`config.mk`:
```
export PLATFORM = sky130hd
export DESIGN_NAME = tdma_slot_scheduler_unit
export DESIGN_NICKNAME = d
export VERILOG_FILES = /design/src/rtl/tss_pkg.sv /design/src/rtl/tdma_slot_scheduler_unit.sv
export SDC_FILE = /design/constraint.sdc
export NUM_CORES = 2
export LEC_CHECK = 0
export ABC_AREA = 0
export BUFFER_PORTS_ARGS = -buffer_cell sky130_fd_sc_hd__clkbuf_2
export CAP_MARGIN = 20
export CORE_MARGIN = 2
export CORE_UTILIZATION = 50
export CTS_BUF_LIST = sky130_fd_sc_hd__clkbuf_2 sky130_fd_sc_hd__clkbuf_4 sky130_fd_sc_hd__clkbuf_8
export DETAILED_ROUTE_END_ITERATION = 8
export PLACE_DENSITY = 0.64
export SLEW_MARGIN = 40
export SYNTH_ARGS = -nofsm -noshare
export SYNTH_HDL_FRONTEND = slang
export SYNTH_SLANG_ARGS = --single-unit
export TNS_END_PERCENT = 1
```
`constraint.sdc`:
```
create_clock -name clk -period 35.9 [get_ports clk]
set_clock_uncertainty 0.1 [all_clocks]
set_input_delay 3.59 -clock clk [delete_from_list [all_inputs] [get_ports clk]]
set_output_delay 3.59 -clock clk [all_outputs]
set_load 0.02 [all_outputs]
```
`src/rtl/tss_pkg.sv`:
```
package tss_pkg;

  typedef enum logic [1:0] {
    OP_REGISTER   = 2'd0,
    OP_UNREGISTER = 2'd1,
    OP_REPORT     = 2'd2,
    OP_FRAME      = 2'd3
  } op_t;

  typedef enum logic [1:0] {
    ST_DONE      = 2'd0,
    ST_FULL      = 2'd1,
    ST_NOT_FOUND = 2'd2
  } status_t;

  typedef enum logic [2:0] {
    CFG_FRAME_PERIOD = 3'd0,
    CFG_SLOT_MIN     = 3'd1,
    CFG_SLOT_MAX     = 3'd2,
    CFG_GUARD        = 3'd3,
    CFG_BASE_SLOT    = 3'd4,
    CFG_OVERLOAD     = 3'd5,
    CFG_IDLE         = 3'd6
  } cfg_idx_t;

  typedef struct packed {
    logic [7:0]  trk;
    logic [1:0]  prio;
    logic [9:0]  dur;
    logic [31:0] last_tx;
    logic [6:0]  succ;
    logic [7:0]  retries;
    logic        retx;
  } ent_t;

  localparam logic [1:0]  PRIO_LOW       = 2'd1;
  localparam logic [1:0]  PRIO_HIGH      = 2'd3;
  localparam logic [6:0]  SUCC_INIT      = 7'd100;
  localparam logic [10:0] REPORT_BASE_US = 11'd328;
  localparam logic [31:0] WAIT_CAP_US    = 32'd50000;
  localparam logic [9:0]  WAIT_CAP_PTS   = 10'd500;
  // floor(x/100) = (x * RECIP_100) >> 24 for x below 50000
  localparam logic [17:0] RECIP_100      = 18'd167773;
  // floor(x/5) for x below 4096, floor(x/10) for x below 16384, both >> 16
  localparam logic [13:0] RECIP_5        = 14'd13108;
  localparam logic [12:0] RECIP_10       = 13'd6554;

endpackage

```
`src/rtl/tdma_slot_scheduler_unit.sv`:
```
// channel  | ports                                              | dir
// input    | in_valid in_stall in_op in_now_us in_tracker ...   | in
// result   | out_valid out_stall out_status ... out_frame_count  | out
// config   | cfg_valid cfg_ready cfg_index cfg_data             | in
//
// one word at a time; each item runs the phases that its op needs
// (lookup sweep, sum sweep, 22-step utilisation divide, rescale sweep,
// selection sweep over the entry memory)
// reset clears the active flags and the active, sweep and frame counters, no clearing pass
// a finished result sits in the output register while the next word is taken;
// the sequencer waits in its last state only when that register is still full
module tdma_slot_scheduler_unit
  import tss_pkg::*;
#(
  parameter int NUM_SLOTS = 16
) (
  input  logic        clk,
  input  logic        rst_n,
  input  logic        in_valid,
  output logic        in_stall,
  input  logic [1:0]  in_op,
  input  logic [31:0] in_now_us,
  input  logic [7:0]  in_tracker,
  input  logic [1:0]  in_prio,
  input  logic        in_tx_ok,
  input  logic [15:0] in_latency,
  output logic        out_valid,
  input  logic        out_stall,
  output logic [1:0]  out_status,
  output logic [3:0]  out_slot_index,
  output logic        out_next_valid,
  output logic [3:0]  out_pick_slot,
  output logic [7:0]  out_next_tracker,
  output logic [9:0]  out_next_duration,
  output logic [7:0]  out_util_pct,
  output logic [15:0] out_avg_latency,
  output logic [15:0] out_max_latency,
  output logic [15:0] out_frame_left_us,
  output logic [31:0] out_frame_count,
  input  logic        cfg_valid,
  output logic        cfg_ready,
  input  logic [2:0]  cfg_index,
  input  logic [15:0] cfg_data
);

  localparam int IW   = (NUM_SLOTS > 1) ? $clog2(NUM_SLOTS) : 1;
  localparam int CW   = $clog2(NUM_SLOTS + 1);
  localparam int SUMW = $clog2(NUM_SLOTS * 1023 + 1);
  localparam int NUMW = SUMW + 7;
  localparam int DCW  = $clog2(NUMW + 1);
  localparam logic [IW:0] LAST = (IW + 1)'(NUM_SLOTS);

  typedef enum logic [3:0] {
    S_IDLE, S_FIND, S_RDK, S_MODK, S_SUM, S_DIV, S_RESC, S_SEL, S_DONE
  } state_t;

  // configuration registers
  logic [15:0] period_r;
  logic [9:0]  smin_r, smax_r, base_r;
  logic [7:0]  guard_r, over_r, idle_r;

  assign cfg_ready = 1'b1;

  always_ff @(posedge clk) begin
    if (!rst_n) begin
      period_r <= 16'd5000;
      smin_r   <= 10'd200;
      smax_r   <= 10'd1000;
      guard_r  <= 8'd50;
      base_r   <= 10'd300;
      over_r   <= 8'd90;
      idle_r   <= 8'd70;
    end else if (cfg_valid) begin
      case (cfg_index)
        CFG_FRAME_PERIOD: period_r <= cfg_data;
        CFG_SLOT_MIN:     smin_r   <= cfg_data[9:0];
        CFG_SLOT_MAX:     smax_r   <= cfg_data[9:0];
        CFG_GUARD:        guard_r  <= cfg_data[7:0];
        CFG_BASE_SLOT:    base_r   <= cfg_data[9:0];
        CFG_OVERLOAD:     over_r   <= cfg_data[7:0];
        CFG_IDLE:         idle_r   <= cfg_data[7:0];
        default: ;
      endcase
    end
  end

  // entry memory, one read and one write port, registered read
  ent_t          mem [NUM_SLOTS];
  ent_t          rdata_r;
  logic [IW-1:0] rd_addr;
  logic          wr_en;
  logic [IW-1:0] wr_addr;
  ent_t          wdata;

  always_ff @(posedge clk) begin
    if (wr_en) mem[wr_addr] <= wdata;
    rdata_r <= mem[rd_addr];
  end

  state_t         state_r;
  logic [NUM_SLOTS-1:0] act_r, ever_r;
  logic [CW-1:0]  act_cnt_r;
  logic [IW:0]    cnt_r;
  logic [1:0]     op_r, prio_r;
  logic [31:0]    now_r;
  logic [7:0]     trk_r;
  logic           ok_r;
  logic [15:0]    lat_r;
  logic [IW-1:0]  k_r;
  logic           found_r;
  logic [1:0]     status_r;
  logic [SUMW-1:0] sum_r;
  logic [NUMW-1:0] dq_r;
  logic [16:0]    rem_r;
  logic [DCW-1:0] dcnt_r;
  logic [7:0]     util_r;
  logic [15:0]    avg_r, max_r;
  logic [31:0]    fbegin_r, fcount_r;
  logic           best_v_r;
  logic [10:0]    best_sc_r;
  logic [IW-1:0]  best_i_r;
  logic [7:0]     best_trk_r;
  logic [9:0]     best_dur_r;
  logic           out_valid_r;

  // sweep bookkeeping: read issued at cnt, processed in the next cycle
  logic [IW-1:0] pidx;
  logic          pvalid, sweep_end;
  assign pidx      = IW'(cnt_r - 1'b1);
  assign pvalid    = (cnt_r != '0);
  assign sweep_end = (cnt_r == LAST);

  always_comb begin
    rd_addr = cnt_r[IW-1:0];
    if (state_r == S_RDK) rd_addr = k_r;
  end

  // first free entry
  logic          free_v;
  logic [IW-1:0] free_i;
  always_comb begin
    free_v = 1'b0;
    free_i = '0;
    for (int i = NUM_SLOTS - 1; i >= 0; i--) begin
      if (!act_r[i]) begin
        free_v = 1'b1;
        free_i = IW'(i);
      end
    end
  end

  // report update of the addressed entry
  ent_t        old_e;
  logic [11:0] succ_t;
  logic [6:0]  succ_new;
  logic [10:0] rep_d, rep_dc;
  logic [19:0] avg_t;
  always_comb begin
    old_e = rdata_r;
    if (!ever_r[k_r]) begin
      old_e.retries = '0;
      old_e.retx    = 1'b0;
    end
    succ_t   = 12'(rdata_r.succ) * 12'd15 + (ok_r ? 12'd100 : 12'd0);
    succ_new = succ_t[10:4];
    rep_d    = REPORT_BASE_US + 11'(guard_r);
    if (succ_new < 7'd90)      rep_d = rep_d + 11'd100;
    else if (succ_new < 7'd95) rep_d = rep_d + 11'd50;
    rep_dc = rep_d;
    if (rep_dc < 11'(smin_r)) rep_dc = 11'(smin_r);
    if (rep_dc > 11'(smax_r)) rep_dc = 11'(smax_r);
    avg_t = 20'(avg_r) * 20'd15 + 20'(lat_r);
  end

  // rescale of one entry
  logic [11:0] shr_x;
  logic [25:0] shr_p;
  logic [9:0]  shr_d;
  logic [13:0] grw_x;
  logic [26:0] grw_p;
  logic [10:0] grw_d;
  logic [9:0]  resc_d;
  always_comb begin
    shr_x = {rdata_r.dur, 2'b00};
    shr_p = 26'(shr_x) * 26'(RECIP_5);
    shr_d = shr_p[25:16];
    if (shr_d < smin_r) shr_d = smin_r;
    grw_x = 14'(rdata_r.dur) * 14'd11;
    grw_p = 27'(grw_x) * 27'(RECIP_10);
    grw_d = grw_p[26:16];
    if (grw_d > 11'(smax_r)) grw_d = 11'(smax_r);
    if (grw_d > 11'd1023)    grw_d = 11'd1023;
    resc_d = rdata_r.dur;
    if (act_r[pidx] && rdata_r.prio == PRIO_LOW && util_r > over_r) resc_d = shr_d;
    if (act_r[pidx] && rdata_r.prio == PRIO_HIGH && util_r < idle_r) resc_d = grw_d[9:0];
  end

  // score of one entry
  logic [31:0] wait_us;
  logic [33:0] wait_p;
  logic [9:0]  wait_pts;
  logic [10:0] score;
  always_comb begin
    wait_us  = now_r - rdata_r.last_tx;
    wait_p   = 34'(wait_us[15:0]) * 34'(RECIP_100);
    wait_pts = (wait_us >= WAIT_CAP_US) ? WAIT_CAP_PTS : wait_p[33:24];
    score    = (rdata_r.retx ? 11'd1000 : 11'd0) + 11'(rdata_r.prio) * 11'd100
             + 11'(wait_pts);
  end

  // divider step
  logic [16:0] rem_sh;
  logic        rem_ge;
  assign rem_sh = {rem_r[15:0], dq_r[NUMW-1]};
  assign rem_ge = (rem_sh >= {1'b0, period_r});

  logic [31:0] f_elapsed;
  assign f_elapsed = now_r - fbegin_r;

  assign in_stall = (state_r != S_IDLE);

  always_comb begin
    wr_en   = 1'b0;
    wr_addr = k_r;
    wdata   = old_e;
    case (state_r)
      S_MODK: begin
        if (op_r == OP_REGISTER) begin
          wr_en         = 1'b1;
          wdata.trk     = trk_r;
          wdata.prio    = prio_r;
          wdata.dur     = base_r;
          wdata.last_tx = now_r;
          wdata.succ    = SUCC_INIT;
        end else if (op_r == OP_REPORT) begin
          wr_en         = 1'b1;
          wdata.succ    = succ_new;
          wdata.last_tx = now_r;
          wdata.dur     = rep_dc[9:0];
          wdata.retx    = !ok_r;
          if (ok_r) wdata.retries = '0;
          else if (old_e.retries != 8'hFF) wdata.retries = old_e.retries + 8'd1;
        end
      end
      S_RESC: begin
        wr_en     = pvalid;
        wr_addr   = pidx;
        wdata     = rdata_r;
        wdata.dur = resc_d;
      end
      default: ;
    endcase
  end

  always_ff @(posedge clk) begin
    if (!rst_n) begin
      state_r     <= S_IDLE;
      act_r       <= '0;
      ever_r      <= '0;
      act_cnt_r   <= '0;
      cnt_r       <= '0;
      util_r      <= '0;
      avg_r       <= '0;
      max_r       <= '0;
      fbegin_r    <= '0;
      fcount_r    <= '0;
      out_valid_r <= 1'b0;
      found_r     <= 1'b0;
      best_v_r    <= 1'b0;
    end else begin
      // the final state reloads the register itself
      if (out_valid_r && !out_stall && state_r != S_DONE) out_valid_r <= 1'b0;
      case (state_r)
        S_IDLE: begin
          if (in_valid) begin
            op_r     <= in_op;
            now_r    <= in_now_us;
            trk_r    <= in_tracker;
            prio_r   <= in_prio;
            ok_r     <= in_tx_ok;
            lat_r    <= in_latency;
            cnt_r    <= '0;
            found_r  <= 1'b0;
            status_r <= (in_op == OP_REGISTER && !free_v) ? ST_FULL : ST_DONE;
            k_r      <= free_i;
            case (in_op)
              OP_REGISTER: begin
                state_r <= free_v ? S_RDK : S_SEL;
              end
              OP_FRAME: begin
                fbegin_r <= in_now_us;
                fcount_r <= fcount_r + 32'd1;
                state_r  <= S_SEL;
              end
              default: state_r <= S_FIND;
            endcase
          end
        end
        S_FIND: begin
          if (pvalid && !found_r && act_r[pidx] && rdata_r.trk == trk_r) begin
            found_r <= 1'b1;
            k_r     <= pidx;
          end
          if (sweep_end) begin
            cnt_r <= '0;
            if (found_r || (act_r[pidx] && rdata_r.trk == trk_r)) begin
              state_r <= S_RDK;
            end else begin
              status_r <= ST_NOT_FOUND;
              state_r  <= (op_r == OP_UNREGISTER) ? S_SUM : S_SEL;
            end
          end else begin
            cnt_r <= cnt_r + 1'b1;
          end
        end
        S_RDK: state_r <= S_MODK;
        S_MODK: begin
          cnt_r <= '0;
          case (op_r)
            OP_REGISTER: begin
              act_r[k_r]  <= 1'b1;
              ever_r[k_r] <= 1'b1;
              act_cnt_r   <= act_cnt_r + 1'b1;
              state_r     <= S_SUM;
            end
            OP_UNREGISTER: begin
              act_r[k_r] <= 1'b0;
              if (act_cnt_r != '0) act_cnt_r <= act_cnt_r - 1'b1;
              state_r <= S_SUM;
            end
            default: begin
              if (lat_r > max_r) max_r <= lat_r;
              avg_r   <= avg_t[19:4];
              state_r <= S_SEL;
            end
          endcase
        end
        S_SUM: begin
          if (!pvalid) sum_r <= '0;
          else if (act_r[pidx]) sum_r <= sum_r + SUMW'(rdata_r.dur);
          if (sweep_end) begin
            cnt_r <= '0;
            if (act_cnt_r == '0) begin
              state_r <= S_SEL;
            end else if (period_r == 16'd0) begin
              util_r  <= 8'd255;
              state_r <= S_RESC;
            end else begin
              dq_r    <= (NUMW'(sum_r) + (act_r[pidx] ? NUMW'(rdata_r.dur) : '0))
                         * NUMW'(100);
              rem_r   <= '0;
              dcnt_r  <= '0;
              state_r <= S_DIV;
            end
          end else begin
            cnt_r <= cnt_r + 1'b1;
          end
        end
        S_DIV: begin
          // restoring divide, one quotient bit per cycle
          rem_r  <= rem_ge ? (rem_sh - {1'b0, period_r}) : rem_sh;
          dq_r   <= {dq_r[NUMW-2:0], rem_ge};
          dcnt_r <= dcnt_r + 1'b1;
          if (dcnt_r == DCW'(NUMW)) begin
            util_r  <= (dq_r > NUMW'(255)) ? 8'd255 : dq_r[7:0];
            state_r <= S_RESC;
          end
        end
        S_RESC: begin
          if (sweep_end) begin
            cnt_r   <= '0;
            state_r <= S_SEL;
          end else begin
            cnt_r <= cnt_r + 1'b1;
          end
        end
        S_SEL: begin
          if (!pvalid) begin
            best_v_r <= 1'b0;
          end else if (act_r[pidx] && (!best_v_r || score > best_sc_r)) begin
            best_v_r   <= 1'b1;
            best_sc_r  <= score;
            best_i_r   <= pidx;
            best_trk_r <= rdata_r.trk;
            best_dur_r <= rdata_r.dur;
          end
          if (sweep_end) state_r <= S_DONE;
          else cnt_r <= cnt_r + 1'b1;
        end
        S_DONE: begin
          if (!out_valid_r || !out_stall) begin
            out_valid_r       <= 1'b1;
            out_status        <= status_r;
            out_slot_index    <= (status_r == ST_DONE && op_r != OP_FRAME) ? 4'(k_r) : 4'd0;
            out_next_valid    <= best_v_r;
            out_pick_slot     <= best_v_r ? 4'(best_i_r) : 4'd0;
            out_next_tracker  <= best_v_r ? best_trk_r : 8'd0;
            out_next_duration <= best_v_r ? best_dur_r : 10'd0;
            out_util_pct      <= util_r;
            out_avg_latency   <= avg_r;
            out_max_latency   <= max_r;
            out_frame_left_us <= (f_elapsed >= 32'(period_r)) ? 16'd0
                                 : period_r - f_elapsed[15:0];
            out_frame_count   <= fcount_r;
            state_r           <= S_IDLE;
          end
        end
        default: state_r <= S_IDLE;
      endcase
    end
  end

  assign out_valid = out_valid_r;

`ifndef SYNTHESIS
  a_cnt_matches: assert property (@(posedge clk) disable iff (!rst_n)
    act_cnt_r == CW'($countones(act_r)))
    else $error("active count out of step with active flags");
  a_busy_after_accept: assert property (@(posedge clk) disable iff (!rst_n)
    (in_valid && !in_stall) |=> (state_r != S_IDLE))
    else $error("sequencer idle right after accepting a word");
  a_result_from_done: assert property (@(posedge clk) disable iff (!rst_n)
    $rose(out_valid_r) |-> $past(state_r == S_DONE))
    else $error("result loaded outside the final state");
  a_write_only_busy: assert property (@(posedge clk) disable iff (!rst_n)
    wr_en |-> (state_r == S_MODK || state_r == S_RESC))
    else $error("entry memory written outside update phases");
`endif

endmodule

```
==> flow_summary_export.csv <==
group,metric,value,unit
final_layout,fill_cells,13410,
worst_setup_path,worstReg2RegStart,"now_r[1]$_DFFE_PP_",
grt,grt_max_degree,133,
synth,synth_top_area_share,45.73,%
final_layout,final_cell_mix,"edfxtp_1, ha_1, inv_1",
placed_design,io_buffers,203,
worst_setup_path,start_kind,"flip-flop",
floorplan,initial_core_util,50.37,%
floorplan,pin_count,205,
sta,fin_crit_sh,33.51,%
synth,syn_area_per_cell,13.04,sq um
floorplan,fp-row-count,147,
synth,netlist_area,80970,sq um
grt,grt_overflow,0,
flow_run,drv_cap,0,
sta,hold_violations,0,
worst_setup_path,critical_path_class,"reg2reg",
clock_tree,clk_pin_slew,0.07,ns
clock_tree,cts_max_level,5,
clock_tree,post-cts-setup-buffers,0,
clock_tree,cts_buffers,275,
clock_tree,cts_max_path_buffers,4,
grt,grt_pass1_vias,51370,
clock_tree,cts_hold_buffers,0,
synth,async_flop_share,0,%
worst_setup_path,slowest_delay,0.56,ns
detailed_routing,drcViolationCount,0,
floorplan,die_h,406.4,microns
floorplan,core_area,160800,sq um
synth,ys_warn_count,0,
hold_path,hold_path_class,"reg2reg",
detailed_routing,vias,50650,
synth,synthFlopType,"edfxtp_1",
clock_tree,clkLatencyLatePin,1.01,ns
detailed_routing,dr.pass1.iters,5,
detailed_routing,antenna_left,0,
floorplan,die_area,165200,sq um
clock_tree,cts_tree,"yes",
clock_tree,clk_root_buffer_cell,"clkbuf_8",
grt,grt_first_pass_wirelength,309.7,mm
floorplan,die_w,406.4,microns
synth,synth-edff-count,1233,
grt,antenna_found_initial,7,
synth,synthCells,6209,
worst_setup_path,r2r_cells,40,
final_layout,areaGrowthSynthToFinish,11.80,%
worst_setup_path,r2r-end,"best_trk_r[7]$_DFFE_PP_",
worst_setup_path,crit_slowest_cell,"fa_1",
worst_setup_path,startpoint,"now_r[1]$_DFFE_PP_",
sta,max_freq,83.14,MHz
clock_tree,cts-resized-gates,0,
synth,synth-seq-cells,1516,
synth,yosys.cell_types.count,107,
worst_setup_path,cpMostUsedCell,"fa_1",
sta,final_max_slew_viol_count,0,
placed_design,hpwl,136.0,mm
detailed_routing,via_per_inst,5.657,
synth,synthTopCellsByArea,"edfxtp_1, ha_1, dfxtp_1",
sta,setup_viol,0,
sta,slew_headroom,42.02,%
worst_setup_path,arrival,12.56,ns
final_layout,drive_gt1_share,16.63,%
detailed_routing,drt_iter0_drc,4127,
grt,track_usage,24.81,%
detailed_routing,wirelength,202.9,mm
final_layout,nets,7578,
synth,yosysSeqAreaShare,52.73,%
sta,period_needed,12.03,ns
sta,tns,0,ns
worst_setup_path,crit_end,"best_trk_r[7]$_DFFE_PP_",
final_layout,layout_commonest_cell,"edfxtp_1",
synth,synth_nets,7193,
worst_setup_path,cp-end-kind,"flip-flop",
worst_setup_path,crit_required,36.43,ns
sta,rsz0062_at_grt,"false",
sta,worst_pin_slew,0.8697,ns
run_status,status,"completed",
detailed_routing,post_drt_wl_per_cell,22.66,microns
clock_tree,cts_sinks,1516,
placed_design,gp_congestion,0.9212,
synth,yosys.area.top_type,"edfxtp_1",
worst_setup_path,crit_fanout,22,
worst_setup_path,ff2ff_setup_slack,23.87,ns
==> critical path, delay by kind of cell, from the launching register on <==
| family | cells | cell delay [ns] |
|---|---|---|
| flops | 1 | 0.45 |
| compound gates | 14 | 3.18 |
| simple gates | 9 | 1.60 |
| xor+xnor | 2 | 0.59 |
| fa+ha+maj | 11 | 4.94 |
| buf+inv | 4 | 0.78 |
==> registers in the layout (all words and copies together), names as in the netlist, 14 cells and up, named ones only <==
signal / flops
sum_r: 14
rem_r: 16
lat_r: 16
out_frame_left_us: 16
mem: 960
now_r: 32
dq_r: 21
fbegin_r: 32
fcount_r: 32
out_avg_latency: 16
old_e: 59
period_r: 16
out_max_latency: 16
ever_r: 16
out_frame_count: 32
max_r: 16
avg_r: 16
==> how the worst min path moves through the flow <==
stage | startpoint | to | slack [ns] | cells past startpoint
2_1_floorplan | max_r[2]$_SDFFE_PN0P_ | out_max_latency[2]$_DFFE_PP_ | 0.31 | 0
3_3_place_gp | max_r[2]$_SDFFE_PN0P_ | out_max_latency[2]$_DFFE_PP_ | 0.32 | 0
3_5_place_dp | max_r[2]$_SDFFE_PN0P_ | out_max_latency[2]$_DFFE_PP_ | 0.32 | 0
4_1_cts | max_r[2]$_SDFFE_PN0P_ | out_max_latency[2]$_DFFE_PP_ | 0.34 | 0
5_1_grt | max_r[2]$_SDFFE_PN0P_ | out_max_latency[2]$_DFFE_PP_ | 0.36 | 0
6_report | max_r[2]$_SDFFE_PN0P_ | out_max_latency[2]$_DFFE_PP_ | 0.34 | 0
==> metal layers <==
layer	share of wire, %	track usage [%]
met1	45	34.76
met4	2.2	6.602
met2	48	40.47
met5	0.0035	0
met3	5.4	3.828
==> area by class of cell <==
type                    count  area, sq um  share of cell area, %
diodes                      3        7.507               0.008293
clock buffers             407         4976                  5.497
flip-flops and latches   1516        42690                  47.16
multi-input cells        3868        35430                  39.13
well taps                2160         2703                  2.986
inverters                 616         2312                  2.554
repair buffers            317         2051                  2.265
clock inverters            66        356.6                 0.3939
==> synthesized netlist by cell type (61+ instances only) <==
cell,n
xnor2_1,153
ha_1,643
a21oi_1,215
a21boi_0,99
clkbuf_1,143
nand3_1,77
nor2_1,256
a21o_1,74
fa_1,256
a31oi_1,83
o21a_1,70
edfxtp_1,1233
xor2_1,68
a211oi_1,88
nor2b_1,61
nand2_1,548
dfxtp_1,283
o21ai_0,202
inv_1,615
and2_1,154
mux4_2,250
==> through the flow <==
step                      utilization, %  hold slack (ns)  cells  worst slack, ns  instance area, sq um
after floorplan                        -           0.3082   6209            20.33                 80970
after global placement             52.73           0.3213   8460            23.81                 84760
after detailed placement           52.92           0.3225   8474            23.73                 85070
after CTS                          56.24           0.3373   8947            23.64                 90410
after global routing               56.31           0.3610   8951            23.00                 90520
final                              56.31           0.3366   8953            23.87                 90520
==> logic make-up (layout without fill, tap and decap cells) <==
family	Yosys count	in the layout	synth area share (%)
AND/OR/NAND/NOR	1378	1378	8.147
other	1	4	0.004632
adder cells (fa/ha/maj)	899	899	16.27
flip-flops	1516	1516	52.73
AO/OA/AOI/OAI	1052	1052	8.679
buffers and inverters	825	1406	3.975
XOR/XNOR	221	221	2.391
multiplexers	317	317	7.810
Power is left out: the tool's default activity adds up to more than one toggle a clock period on the data nets, which glitch-free logic cannot reach.
